===== src/rtl/xbt_pkg.sv =====
// Shared types, character codes and constants of the XML byte tokenizer.
package xbt_pkg;

   localparam int MAX_TAG_CHARS_DEF = 1023;
   localparam int LINE_WIDTH_DEF    = 24;
   localparam int QUEUE_DEPTH       = 4;
   localparam int LINE_NO_WIDTH     = 24;

   // result kinds
   localparam logic [2:0] KIND_TEXT      = 3'd0;
   localparam logic [2:0] KIND_NAME      = 3'd1;
   localparam logic [2:0] KIND_START_END = 3'd2;
   localparam logic [2:0] KIND_CLOSE_END = 3'd3;
   localparam logic [2:0] KIND_BAD_ENT   = 3'd4;
   localparam logic [2:0] KIND_END       = 3'd5;

   // characters
   localparam logic [7:0] CH_LT    = 8'h3C;
   localparam logic [7:0] CH_GT    = 8'h3E;
   localparam logic [7:0] CH_AMP   = 8'h26;
   localparam logic [7:0] CH_SEMI  = 8'h3B;
   localparam logic [7:0] CH_SLASH = 8'h2F;
   localparam logic [7:0] CH_BANG  = 8'h21;
   localparam logic [7:0] CH_QUEST = 8'h3F;
   localparam logic [7:0] CH_SPACE = 8'h20;
   localparam logic [7:0] CH_LF    = 8'h0A;
   localparam logic [7:0] CH_CR    = 8'h0D;
   localparam logic [7:0] CH_TAB   = 8'h09;
   localparam logic [7:0] CH_QUOT  = 8'h22;
   localparam logic [7:0] CH_APOS  = 8'h27;

   // packed entity names
   localparam logic [31:0] ENT_LT   = 32'h0000_6C74;
   localparam logic [31:0] ENT_GT   = 32'h0000_6774;
   localparam logic [31:0] ENT_QUOT = 32'h7175_6F74;
   localparam logic [31:0] ENT_APOS = 32'h6170_6F73;
   localparam logic [31:0] ENT_AMP  = 32'h0061_6D70;

   localparam logic [2:0] ENT_MAX_CHARS = 3'd4;
   localparam logic [2:0] ENT_TOO_LONG  = 3'd5;

   typedef enum logic [1:0] {
      MODE_TEXT,
      MODE_TAG_FIRST,
      MODE_TAG_BODY,
      MODE_ENTITY
   } mode_type;

   typedef struct packed {
      logic [2:0]               kind;
      logic [7:0]               value;
      logic [LINE_NO_WIDTH-1:0] line_no;
   } result_type;

   // one queue word: one or two results of one byte
   typedef struct packed {
      logic       two;
      result_type first;
      result_type second;
   } entry_type;

   typedef struct packed {
      logic full;
      logic empty;
   } queue_status_type;

endpackage


===== src/rtl/xbt_front.sv =====
// Front end: accepts bytes, runs the scan state machine and forms result words.
module xbt_front #(
   parameter int MAX_TAG_CHARS = xbt_pkg::MAX_TAG_CHARS_DEF,
   parameter int LINE_WIDTH    = xbt_pkg::LINE_WIDTH_DEF
) (
   input  logic                       clock,
   input  logic                       reset,
   input  logic                       accept,
   input  logic [7:0]                 in_byte,
   input  logic                       at_end,
   input  logic                       csr_write,
   input  logic                       csr_skip_blank,
   output logic                       push,
   output xbt_pkg::entry_type         push_entry
);
   import xbt_pkg::*;

   localparam int TLW = $clog2(MAX_TAG_CHARS + 1);

   mode_type              mode_ff, mode_in;
   logic [TLW-1:0]        tag_len_ff, tag_len_in;
   logic                  end_tag_ff, end_tag_in;
   logic                  hidden_ff, hidden_in;
   logic [31:0]           ent_code_ff, ent_code_in;
   logic [2:0]            ent_count_ff, ent_count_in;
   logic [LINE_WIDTH-1:0] line_ff, line_in;
   logic                  skip_ff;

   logic [LINE_WIDTH-1:0] line_inc;
   logic [31:0]           line_wide;
   logic [LINE_NO_WIDTH-1:0] line_out;
   logic                  ent_bad;
   logic [7:0]            ent_char;
   logic                  blank;
   logic                  hide_now;
   logic [1:0]            count;
   result_type            res0, res1;

   assign line_inc  = (line_ff == {LINE_WIDTH{1'b1}}) ? line_ff : line_ff + LINE_WIDTH'(1);
   assign line_wide = 32'(line_in);
   assign line_out  = line_wide[LINE_NO_WIDTH-1:0];

   assign blank = (in_byte == CH_SPACE) || (in_byte == CH_LF) ||
                  (in_byte == CH_CR) || (in_byte == CH_TAB);

   always_comb begin
      ent_bad  = 1'b0;
      ent_char = 8'd0;
      if (ent_count_ff > ENT_MAX_CHARS) begin
         ent_bad = 1'b1;
      end else begin
         case (ent_code_ff)
            ENT_LT:   ent_char = CH_LT;
            ENT_GT:   ent_char = CH_GT;
            ENT_QUOT: ent_char = CH_QUOT;
            ENT_APOS: ent_char = CH_APOS;
            ENT_AMP:  ent_char = CH_AMP;
            default:  ent_bad  = 1'b1;
         endcase
      end
   end

   always_comb begin
      mode_in      = mode_ff;
      tag_len_in   = tag_len_ff;
      end_tag_in   = end_tag_ff;
      hidden_in    = hidden_ff;
      ent_code_in  = ent_code_ff;
      ent_count_in = ent_count_ff;
      line_in      = line_ff;
      hide_now     = 1'b0;
      count        = 2'd0;
      res0         = '0;
      res1         = '0;
      if (at_end) begin
         unique case (mode_ff)
            MODE_ENTITY: begin
               res0.kind  = ent_bad ? KIND_BAD_ENT : KIND_TEXT;
               res0.value = ent_char;
               count      = 2'd1;
            end
            MODE_TAG_FIRST, MODE_TAG_BODY: begin
               if (!hidden_ff) begin
                  res0.kind = end_tag_ff ? KIND_CLOSE_END : KIND_START_END;
                  count     = 2'd1;
               end
            end
            MODE_TEXT: ;
         endcase
         if (count == 2'd0) begin
            res0.kind = KIND_END;
         end else begin
            res1.kind = KIND_END;
         end
         count = count + 2'd1;
      end else begin
         unique case (mode_ff)
            MODE_ENTITY: begin
               if (in_byte == CH_SEMI) begin
                  res0.kind    = ent_bad ? KIND_BAD_ENT : KIND_TEXT;
                  res0.value   = ent_char;
                  count        = 2'd1;
                  mode_in      = MODE_TEXT;
                  ent_code_in  = '0;
                  ent_count_in = '0;
               end else if (ent_count_ff < ENT_MAX_CHARS) begin
                  ent_code_in  = {ent_code_ff[23:0], in_byte};
                  ent_count_in = ent_count_ff + 3'd1;
               end else begin
                  ent_code_in  = '0;
                  ent_count_in = ENT_TOO_LONG;
               end
            end
            MODE_TEXT: begin
               if (in_byte == CH_LT) begin
                  mode_in    = MODE_TAG_FIRST;
                  tag_len_in = '0;
                  end_tag_in = 1'b0;
                  hidden_in  = 1'b0;
               end else if (in_byte == CH_AMP) begin
                  mode_in      = MODE_ENTITY;
                  ent_code_in  = '0;
                  ent_count_in = '0;
               end else begin
                  if (in_byte == CH_LF) begin
                     line_in = line_inc;
                  end
                  if (!(skip_ff && blank)) begin
                     res0.kind  = KIND_TEXT;
                     res0.value = in_byte;
                     count      = 2'd1;
                  end
               end
            end
            MODE_TAG_FIRST, MODE_TAG_BODY: begin
               if (mode_ff == MODE_TAG_FIRST && in_byte == CH_SLASH) begin
                  end_tag_in = 1'b1;
                  mode_in    = MODE_TAG_BODY;
               end else begin
                  mode_in = MODE_TAG_BODY;
                  if (in_byte == CH_LF) begin
                     line_in = line_inc;
                  end
                  if (in_byte == CH_GT) begin
                     if (!hidden_ff) begin
                        res0.kind = end_tag_ff ? KIND_CLOSE_END : KIND_START_END;
                        count     = 2'd1;
                     end
                     mode_in    = MODE_TEXT;
                     tag_len_in = '0;
                     end_tag_in = 1'b0;
                     hidden_in  = 1'b0;
                  end else if (tag_len_ff < TLW'(MAX_TAG_CHARS)) begin
                     hide_now = hidden_ff;
                     if (tag_len_ff == '0) begin
                        hide_now = skip_ff && !end_tag_ff &&
                                   (in_byte == CH_BANG || in_byte == CH_QUEST);
                     end
                     hidden_in = hide_now;
                     if (!hide_now) begin
                        res0.kind  = KIND_NAME;
                        res0.value = in_byte;
                        count      = 2'd1;
                     end
                     tag_len_in = tag_len_ff + TLW'(1);
                  end
               end
            end
         endcase
      end
   end

   assign push              = accept && (count != 2'd0);
   assign push_entry.two    = count[1];
   // line number of the results is the count after this byte
   assign push_entry.first  = '{res0.kind, res0.value, line_out};
   assign push_entry.second = '{res1.kind, res1.value, line_out};

   always_ff @(posedge clock) begin
      if (reset) begin
         skip_ff <= 1'b0;
      end else if (csr_write) begin
         skip_ff <= csr_skip_blank;
      end
   end

   always_ff @(posedge clock) begin
      if (reset || (accept && at_end)) begin
         mode_ff      <= MODE_TEXT;
         tag_len_ff   <= '0;
         end_tag_ff   <= 1'b0;
         hidden_ff    <= 1'b0;
         ent_code_ff  <= '0;
         ent_count_ff <= '0;
         line_ff      <= LINE_WIDTH'(1);
      end else if (accept) begin
         mode_ff      <= mode_in;
         tag_len_ff   <= tag_len_in;
         end_tag_ff   <= end_tag_in;
         hidden_ff    <= hidden_in;
         ent_code_ff  <= ent_code_in;
         ent_count_ff <= ent_count_in;
         line_ff      <= line_in;
      end
   end

endmodule


===== src/rtl/xbt_queue.sv =====
// Short word queue between the front end and the output stage.
module xbt_queue (
   input  logic                      clock,
   input  logic                      reset,
   input  logic                      push,
   input  xbt_pkg::entry_type        push_entry,
   input  logic                      pop,
   output xbt_pkg::entry_type        head,
   output xbt_pkg::queue_status_type status
);
   import xbt_pkg::*;

   localparam int PW = $clog2(QUEUE_DEPTH);
   localparam int CW = $clog2(QUEUE_DEPTH + 1);

   entry_type       store_ff [QUEUE_DEPTH];
   logic [PW-1:0]   wr_ptr_ff, rd_ptr_ff;
   logic [CW-1:0]   fill_ff;

   assign status.full  = (fill_ff == CW'(QUEUE_DEPTH));
   assign status.empty = (fill_ff == '0);
   assign head         = store_ff[rd_ptr_ff];

   always_ff @(posedge clock) begin
      if (push) begin
         store_ff[wr_ptr_ff] <= push_entry;
      end
   end

   always_ff @(posedge clock) begin
      if (reset) begin
         wr_ptr_ff <= '0;
         rd_ptr_ff <= '0;
         fill_ff   <= '0;
      end else begin
         if (push) begin
            wr_ptr_ff <= (wr_ptr_ff == PW'(QUEUE_DEPTH - 1)) ? '0 : wr_ptr_ff + PW'(1);
         end
         if (pop) begin
            rd_ptr_ff <= (rd_ptr_ff == PW'(QUEUE_DEPTH - 1)) ? '0 : rd_ptr_ff + PW'(1);
         end
         if (push && !pop) begin
            fill_ff <= fill_ff + CW'(1);
         end else if (pop && !push) begin
            fill_ff <= fill_ff - CW'(1);
         end
      end
   end

endmodule


===== src/rtl/xbt_back.sv =====
// Output stage: drains queue words one result at a time into the output register.
module xbt_back (
   input  logic                         clock,
   input  logic                         reset,
   input  xbt_pkg::entry_type           head,
   input  xbt_pkg::queue_status_type    status,
   output logic                         pop,
   output logic                         rsp_valid,
   input  logic                         rsp_stall,
   output logic [2:0]                   rsp_kind,
   output logic [7:0]                   rsp_value,
   output logic [xbt_pkg::LINE_NO_WIDTH-1:0] rsp_line_no,
   output logic                         rsp_last
);
   import xbt_pkg::*;

   logic       valid_ff, valid_in;
   logic       second_ff, second_in;
   result_type res_ff, res_in;
   logic       last_ff, last_in;
   logic       free;
   logic       load;

   assign free = !valid_ff || !rsp_stall;

   always_comb begin
      pop       = 1'b0;
      load      = 1'b0;
      second_in = second_ff;
      res_in    = head.first;
      last_in   = 1'b1;
      if (free) begin
         if (second_ff) begin
            // second result of a two-result word
            load      = 1'b1;
            res_in    = head.second;
            pop       = 1'b1;
            second_in = 1'b0;
         end else if (!status.empty) begin
            load    = 1'b1;
            last_in = !head.two;
            if (head.two) begin
               second_in = 1'b1;
            end else begin
               pop = 1'b1;
            end
         end
      end
      valid_in = load || (valid_ff && !free);
   end

   always_ff @(posedge clock) begin
      if (reset) begin
         valid_ff  <= 1'b0;
         second_ff <= 1'b0;
      end else begin
         valid_ff  <= valid_in;
         second_ff <= second_in;
      end
   end

   always_ff @(posedge clock) begin
      if (load) begin
         res_ff  <= res_in;
         last_ff <= last_in;
      end
   end

   assign rsp_valid   = valid_ff;
   assign rsp_kind    = res_ff.kind;
   assign rsp_value   = res_ff.value;
   assign rsp_line_no = res_ff.line_no;
   assign rsp_last    = last_ff;

endmodule


===== src/rtl/xml_byte_tokenizer.sv =====
// XML byte tokenizer: one byte a cycle while not stalled into text, tag-name and mark
// results, which pass through the queue and then the output register that drives rsp_valid.
// Throughput: one byte per cycle, bounded by the output register draining one result per
// cycle while rsp_stall is low; an end-of-stream byte in an entity or unhidden tag gives two.
// A four-word queue parts front and output; req_stall is high while it is full.
// Synchronous reset clears scan state, line count to 1, queue, output and skip_blank.
module xml_byte_tokenizer #(
   parameter int MAX_TAG_CHARS = xbt_pkg::MAX_TAG_CHARS_DEF,
   parameter int LINE_WIDTH    = xbt_pkg::LINE_WIDTH_DEF
) (
   input  logic                              clock,
   input  logic                              reset,
   input  logic                              req_valid,
   output logic                              req_stall,
   input  logic [7:0]                        req_in_byte,
   input  logic                              req_at_end,
   output logic                              rsp_valid,
   input  logic                              rsp_stall,
   output logic [2:0]                        rsp_kind,
   output logic [7:0]                        rsp_value,
   output logic [xbt_pkg::LINE_NO_WIDTH-1:0] rsp_line_no,
   output logic                              rsp_last,
   input  logic                              csr_valid,
   output logic                              csr_ready,
   input  logic                              csr_skip_blank
);
   import xbt_pkg::*;

   logic             accept;
   logic             push;
   logic             pop;
   entry_type        push_entry;
   entry_type        head;
   queue_status_type status;

   assign req_stall = status.full;
   assign accept    = req_valid && !status.full;
   assign csr_ready = 1'b1;

   xbt_front #(
      .MAX_TAG_CHARS(MAX_TAG_CHARS),
      .LINE_WIDTH   (LINE_WIDTH)
   ) u_front (
      .clock         (clock),
      .reset         (reset),
      .accept        (accept),
      .in_byte       (req_in_byte),
      .at_end        (req_at_end),
      .csr_write     (csr_valid),
      .csr_skip_blank(csr_skip_blank),
      .push          (push),
      .push_entry    (push_entry)
   );

   xbt_queue u_queue (
      .clock     (clock),
      .reset     (reset),
      .push      (push),
      .push_entry(push_entry),
      .pop       (pop),
      .head      (head),
      .status    (status)
   );

   xbt_back u_back (
      .clock      (clock),
      .reset      (reset),
      .head       (head),
      .status     (status),
      .pop        (pop),
      .rsp_valid  (rsp_valid),
      .rsp_stall  (rsp_stall),
      .rsp_kind   (rsp_kind),
      .rsp_value  (rsp_value),
      .rsp_line_no(rsp_line_no),
      .rsp_last   (rsp_last)
   );

endmodule

===== config.mk =====
export PLATFORM = sky130hd
export DESIGN_NAME = xml_byte_tokenizer
export DESIGN_NICKNAME = d
export VERILOG_FILES = /design/src/rtl/xbt_pkg.sv /design/src/rtl/xbt_front.sv /design/src/rtl/xbt_queue.sv /design/src/rtl/xbt_back.sv /design/src/rtl/xml_byte_tokenizer.sv
export SDC_FILE = /design/constraint.sdc
export NUM_CORES = 1
export LEC_CHECK = 0
export BUFFER_PORTS_ARGS = -buffer_cell sky130_fd_sc_hd__clkbuf_2
export CORE_MARGIN = 2
export CORE_UTILIZATION = 62
export CTS_BUF_LIST = sky130_fd_sc_hd__clkbuf_4 sky130_fd_sc_hd__clkbuf_8
export DETAILED_ROUTE_END_ITERATION = 8
export GPL_TIMING_DRIVEN = 0
export PLACE_DENSITY = 0.9
export SLEW_MARGIN = 30
export SYNTH_ARGS = -nofsm -noshare
export SYNTH_HDL_FRONTEND = slang
export SYNTH_HIERARCHICAL = 1
export SYNTH_SLANG_ARGS = --single-unit

===== constraint.sdc =====
create_clock -name clock -period 10 [get_ports clock]
set_clock_uncertainty 0.05 [all_clocks]
set_input_delay 0.5 -clock clock [delete_from_list [all_inputs] [get_ports clock]]
set_output_delay 0.5 -clock clock [all_outputs]
set_load 0.01 [all_outputs]

### Yosys cells after proc, flatten, opt, wreduce, memory -nomap -nowiden

Memory sizes are Yosys's and may differ from the RTL's. A register that Yosys moved wholly into a read port is not among the register bits.
Index checks and enable logic that the tools add are counted.

| storage, ports and cells | value |
|---|---|
| register bits after elaboration | 119 |
| bits in writable memories | 252 |
| logic and storage cells | 200 |
| memories kept | 1 |

Memories:

| memory | words | bits a word | rd ports | clocked after Yosys merged registers in | wr ports | RTL line | source |
|---|---|---|---|---|---|---|---|
| u_queue.store_ff | 4 | 63 | 1 | 1 | 1 | xbt_queue.sv:16 | `entry_type store_ff [QUEUE_DEPTH];` |

| operators by class | value |
|---|---|
| add/subtract/negate cells | 8 |
| $lt $le $gt $ge | 3 |
| equality and inequality tests | 31 |
| muxes and demuxes | 98 |
| bitwise logic cells | 2 |
| reduce and logical (&&, ||, !) cells | 40 |

Operators with widths:

| kind | count |
|---|---|
| 24-bit two-way mux | 6 |
| 32-bit two-way mux | 4 |
| 35-bit two-way mux | 2 |
| 32-bit by 15-bit == test with 1-bit output (second input constant) | 2 |
| 32-bit by 31-bit == test with 1-bit output (second input constant) | 2 |
| 8-bit by 6-bit == test with 1-bit output (second input constant) | 8 |
| 32-bit case mux with 2 select lines | 1 |
| 11-bit two-way mux | 5 |
| 24-bit case mux with 2 select lines | 1 |
| 10-bit two-way mux | 4 |
| 3-bit two-way mux | 12 |
| 11-bit case mux with 3 select lines | 1 |
| 32-bit by 23-bit == test with 1-bit output (second input constant) | 1 |
| 2-bit two-way mux | 16 |
| 8-bit two-way mux | 4 |
| 1-bit two-way mux | 31 |
| 6-bit case mux with 5 select lines | 1 |
| 24-bit by 1-bit adder with 24-bit output (second input constant) | 1 |
| 24-bit == test (second input constant) | 1 |
| 8-bit by 4-bit == test with 1-bit output (second input constant) | 3 |
| 10-bit case mux with 2 select lines | 1 |
| 9-bit two-way mux | 2 |
| 2-bit case mux with 3 select lines | 2 |
| 3-bit case mux with 2 select lines | 2 |
| other kinds (29) | 69 |

### Logic depth before layout (Yosys ltp)

| depth | value |
|---|---|
| word-level depth | 21 |
| mapped depth | 13 |
| gate-level depth less buffers | 13 |

### Modules after synthesis

Netlist, hierarchy kept.

Modules (own cells, without submodules):

| module | times used | cells each | area each (um2) | seq. area each (um2) |
|---|---|---|---|---|
| xbt_queue | 1 | 415 | 10761.6 | 8708.4 |
| xbt_front | 1 | 694 | 5231.3 | 1481.4 |
| xbt_back | 1 | 88 | 1759.2 | 1121.1 |
| xml_byte_tokenizer | 1 | 3 | 25.0 | 0.0 |

### Worst setup path before layout

No wires, ideal clock.

| timing path | value |
|---|---|
| path type | in2reg |
| start point | input port req_in_byte[3] |
| end point | memory u_queue/store_ff[0][0] (netlist name), enable pin |
| data arrival time | 3.605 ns |
| slack | 5.908 ns |
| cell stages on the path | 7 |
| path through | buf_2 > nand3_1 > nor4_1 > nand2b_1 > nand2_1 > o211ai_1 > and2_1 |

| between the ends | value |
|---|---|
| longest elaborated chain between the ends | 19 |
| elaborated cells on any way between the ends | 38 |

RTL lines:

| item | RTL line | source |
|---|---|---|
| from (decl) | xml_byte_tokenizer.sv:15 | `input logic [7:0] req_in_byte,` |
| 8-bit by 6-bit == test with 1-bit output | xbt_front.sv:157 | `(in_byte == CH_BANG \|\| in_byte == CH_QUEST);` |
| 1-bit logical OR | xbt_front.sv:157 |  |
| 1-bit logical AND | xbt_front.sv:156 | `hide_now = skip_ff && !end_tag_ff &&` |
| 1-bit two-way mux | xbt_front.sv:155 | `if (tag_len_ff == '0) begin` |
| 1-bit two-way mux | xbt_front.sv:153 | `end else if (tag_len_ff < TLW'(MAX_TAG_CHARS)) begin` |
| 1-bit two-way mux | xbt_front.sv:144 | `if (in_byte == CH_GT) begin` |
| 1-bit two-way mux | xbt_front.sv:136 | `if (mode_ff == MODE_TAG_FIRST && in_byte == CH_SLASH) begin` |
| 1-bit two-way mux | xbt_front.sv:97 | `unique case (mode_ff)` |
| (+4 left out) | - |  |
| 2-bit two-way mux | xbt_front.sv:136 |  |
| 2-bit case mux with 3 select lines (*) | xbt_front.sv:97 |  |
| 2-bit two-way mux (*) | xbt_front.sv:75 | `if (at_end) begin` |
| 2-bit nonzero test (*) | xbt_front.sv:173 | `assign push = accept && (count != 2'd0);` |
| 1-bit logical AND (*) | xbt_front.sv:173 |  |
| via push | xml_byte_tokenizer.sv:30 | `logic push;` |
| 1-bit two-way mux (*) | xbt_queue.sv:25 | `if (push) begin` |
| 1-bit two-way mux (implied by the code) (*) | xbt_queue.sv:26 | `store_ff[wr_ptr_ff] <= push_entry;` |
| to (decl) | xbt_queue.sv:16 |  |

The timed path passes the listed nets; every way through them passes the cells marked *. The select of a mux whose other input is x is not followed.

### Worst setup path after layout

| timing path | value |
|---|---|
| start point | register u_queue.fill_ff[1] |
| end point | register u_queue.fill_ff[2] |

| between the ends | value |
|---|---|
| longest elaborated chain between the ends | 7 |
| elaborated cells on any way between the ends | 17 |

RTL lines:

| item | RTL line | source |
|---|---|---|
| from (decl) | xbt_queue.sv:18 | `logic [CW-1:0] fill_ff;` |
| from (signal assigned) | xbt_queue.sv:43 | `fill_ff <= fill_ff + CW'(1);` |
| from (signal assigned) | xbt_queue.sv:45 | `fill_ff <= fill_ff - CW'(1);` |
| 3-bit == test (*) | xbt_queue.sv:20 | `assign status.full = (fill_ff == CW'(QUEUE_DEPTH));` |
| 1-bit logical NOT (*) | xml_byte_tokenizer.sv:37 | `assign accept = req_valid && !status.full;` |
| 1-bit logical AND (*) | xml_byte_tokenizer.sv:37 |  |
| via accept | xml_byte_tokenizer.sv:29 | `logic accept;` |
| 1-bit logical AND (*) | xbt_front.sv:173 |  |
| via push | xml_byte_tokenizer.sv:30 |  |
| 1-bit logical NOT | xbt_queue.sv:44 | `end else if (pop && !push) begin` |
| 1-bit logical AND | xbt_queue.sv:44 |  |
| 2-bit nonzero test (no line) | - |  |

Marked as above.
A chain may end at the register's enable or synchronous reset.

==> impl_metrics.toml <==
[floorplanning]
core_um2 = 28000
num_rows = 61
dieArea_um2 = 30000
start_util = 0.635
chipWidth_um = 173
dieHeight_um = 173
ios = 54

[logic_synthesis]
yosys.area_share.simple = 0.0966
synth_compound_area_frac = 0.0807
yosys.area.top_type = "edfxtp_1"
synthTopCellsByCount = "edfxtp_1, dfxtp_1, a21oi_1, nand2_1, mux4_2"
synth_xor_area_frac = 0.00493
synth_top_family_by_area = "multiplexers"
ys_seq_area_frac = 0.636
synth_adder_area_share = 0.0110
yosys-top-cells-area = "edfxtp_1, dfxtp_1, mux4_2"
netlist_area_um2 = 17800
synth_edf_count = 320
syn_inst = 1200
yosys_warnings = 6
synth.distinct_cells = 93
synth_mux_area_frac = 0.124
async_flop_share = 0
synth_ff_type = "edfxtp_1"
ys_ff_latch = 405
yosysMostFrequentCell = "edfxtp_1"
synth_top_area_share = 0.541
synth.avg_cell_area_um2 = 14.8

[clock_tree]
h-tree-depth = 2
cts_hold_buf = 0
insertion_delay_ns = 0.61
cts_tree = "yes"
clock_path_buffers = 3
numCtsBuffers = 59
clockRootBuffer = "clkbuf_8"
clock-sinks = 405
cts_resized = 0
post_cts_buffers = 0
cts.clk_slew.worst_paths_ns = 0.06

[timing]
slew_headroom = 0.338
period_share = 0.397
setup_violations = 0
worstMarginPinSlew_ns = 0.993
finalHoldViolCount = 0
fin_crit_ns = 3.97
slew_viol_final = 0
rsz0062_at_grt = "false"
max_freq_mhz = 252
holdWs_ns = 0.109
fin_ws_ns = 6.03
tns_ns = 0

[worst_setup_path]
r2r_slack_ns = 6.03
cp-start-kind = "flip-flop"
path_cells = "nor3b_1, nor2b_4, clkbuf_1, clkbuf_1, nand2_1, o211ai_1, ha_1, inv_1, fa_1, xor2_1, or3_1, a21oi_1"
crit_arrival_ns = 4.44
max_stage_delay_ns = 0.62
crit_required_ns = 10.47
r2r-start = "u_queue/fill_ff[1]"
cp_slowest_cell = "o211ai_1"
crit_start = "u_queue/fill_ff[1]"
path_max_fanout = 10
endpoint = "u_queue/fill_ff[2]"
cp_common_cell = "clkbuf_1"
path_class = "flip-flop to flip-flop"
cp-end-kind = "flip-flop"
rr_worst_depth = 12
r2r_end = "u_queue/fill_ff[2]"

[hold_path]
hold_path.class = "input port to flip-flop"
worstHoldStart = "csr_skip_blank"

[drt]
firstDrtPassIters = 7
detail_route.iter0.violations = 1379
totalWireLength_mm = 38.0
vias = 11010
viasPerCell = 6.28
ant_nets = 0
remaining_drc_errors = 0
wire_per_inst_um = 21.7

[global_routing]
first_global_vias = 10721
grt_max_degree = 44
grt_overflow = 0
antenna_found_initial = 0
grt_pass1_wl_mm = 59.7
grt_usage = 0.255

[run_status]
status = "completed"

[place]
gp_congestion = 0.935
place_hpwl_mm = 24.5
portBuffers = 51
dp_slack_ns = 5.88

[power]
vdd_ir_drop_max_uv = 133
power.leakage_nw = 6.87
powerDensity_nw_per_um2 = 237

[cells_and_area]
num_antenna_cells = 0
nets = 1355
drive_gt1_frac = 0.279
area_growth_pct = 12.2

[flow_run]
drv_cap = 0
cell type report:
type	count	area, um^2
buffer	100	734
clock buffer	100	1180
clock inverter	11	100
fill	1704	8070
inverter	21	78.8
multi-input combinational	682	5700
sequential	405	11300
tap	378	473
timing repair buffer	56	365
flip-flops by register name, indices dropped and copies added (netlist names), 2 cells and up, named ones only:
register	cells
u_back/rsp_line_no	24
u_front/line_ff	24
u_queue/rd_ptr_ff	2
u_queue/wr_ptr_ff	2
u_front/tag_len_ff	10
u_queue/fill_ff	3
u_front/ent_code_ff	32
u_front/ent_count_ff	3
u_queue/store_ff	284
u_back/rsp_kind	3
u_front/mode_ff	2
u_back/rsp_value	8
cells by family after synthesis:
logic type      Yosys count
other cells               2
mux                     116
compound gates          215
flops                   405
fa+ha+maj                15
simple gates            316
xor+xnor                 10
buf+inv                 121
per-stage QoR:
stage	utilization	power (mW)	area [um^2]	cells
2_1_floorplan	-	3.04	17800	1208
3_3_place_gp	0.662	3.30	18500	1637
3_5_place_dp	0.666	3.38	18700	1642
4_1_cts	0.712	4.76	19900	1753
5_1_grt	0.712	4.90	19900	1753
6_report	0.712	4.72	19900	1753
metal layers:
layer / global-route usage / up-vias / wire (um)
met5: 0 / - / 0
met2: 0.431 / 579 / 18900
met4: 0.0770 / 0 / 916
met1: 0.346 / 5418 / 14900
met3: 0.0399 / 86 / 3220
li1: - / 4927 / -
critical path: cells and delay by family, from the launching register on:
family | cells | cell delay (ns)
compound gates | 2 | 0.78
flops | 1 | 0.42
xor+xnor | 1 | 0.15
simple gates | 4 | 0.78
buf+inv | 3 | 0.97
fa+ha+maj | 2 | 0.69
power by group:
| part | switching (mW) | leakage [nW] | internal [mW] |
|---|---|---|---|
| Combinational | 0.591 | 2.46 | 0.582 |
| Sequential | 0.0700 | 3.72 | 2.10 |
| Clock | 0.607 | 0.692 | 0.768 |
| Total | 1.27 | 6.87 | 3.45 |
how the worst min path moves through the flow:
stage | to | slack (ns) | cells after the start
detailed placement | u_front/ent_code_ff[26] | 0.40 | 2
global placement | u_front/ent_code_ff[27] | 0.39 | 2
global route | u_front/skip_ff | 0.12 | 3
floorplan | u_front/ent_code_ff[26] | 0.38 | 2
CTS | u_front/skip_ff | 0.09 | 3
finish | u_front/skip_ff | 0.11 | 3
placed cells by master (no fill, tap or decap), drive strengths merged, types with 15 or more instances in the layout:
cell type	synthesis	routed
inv	21	22
nor4	15	15
nor2	61	61
nand4	26	26
mux4	71	71
clkbuf	24	175
edfxtp	320	320
o31ai	23	23
mux2	35	35
a21oi	81	81
buf	76	81
nand3	54	54
dfxtp	85	85
nand2	81	81
o21ai	47	47
(Power assumes the default switching activity.)
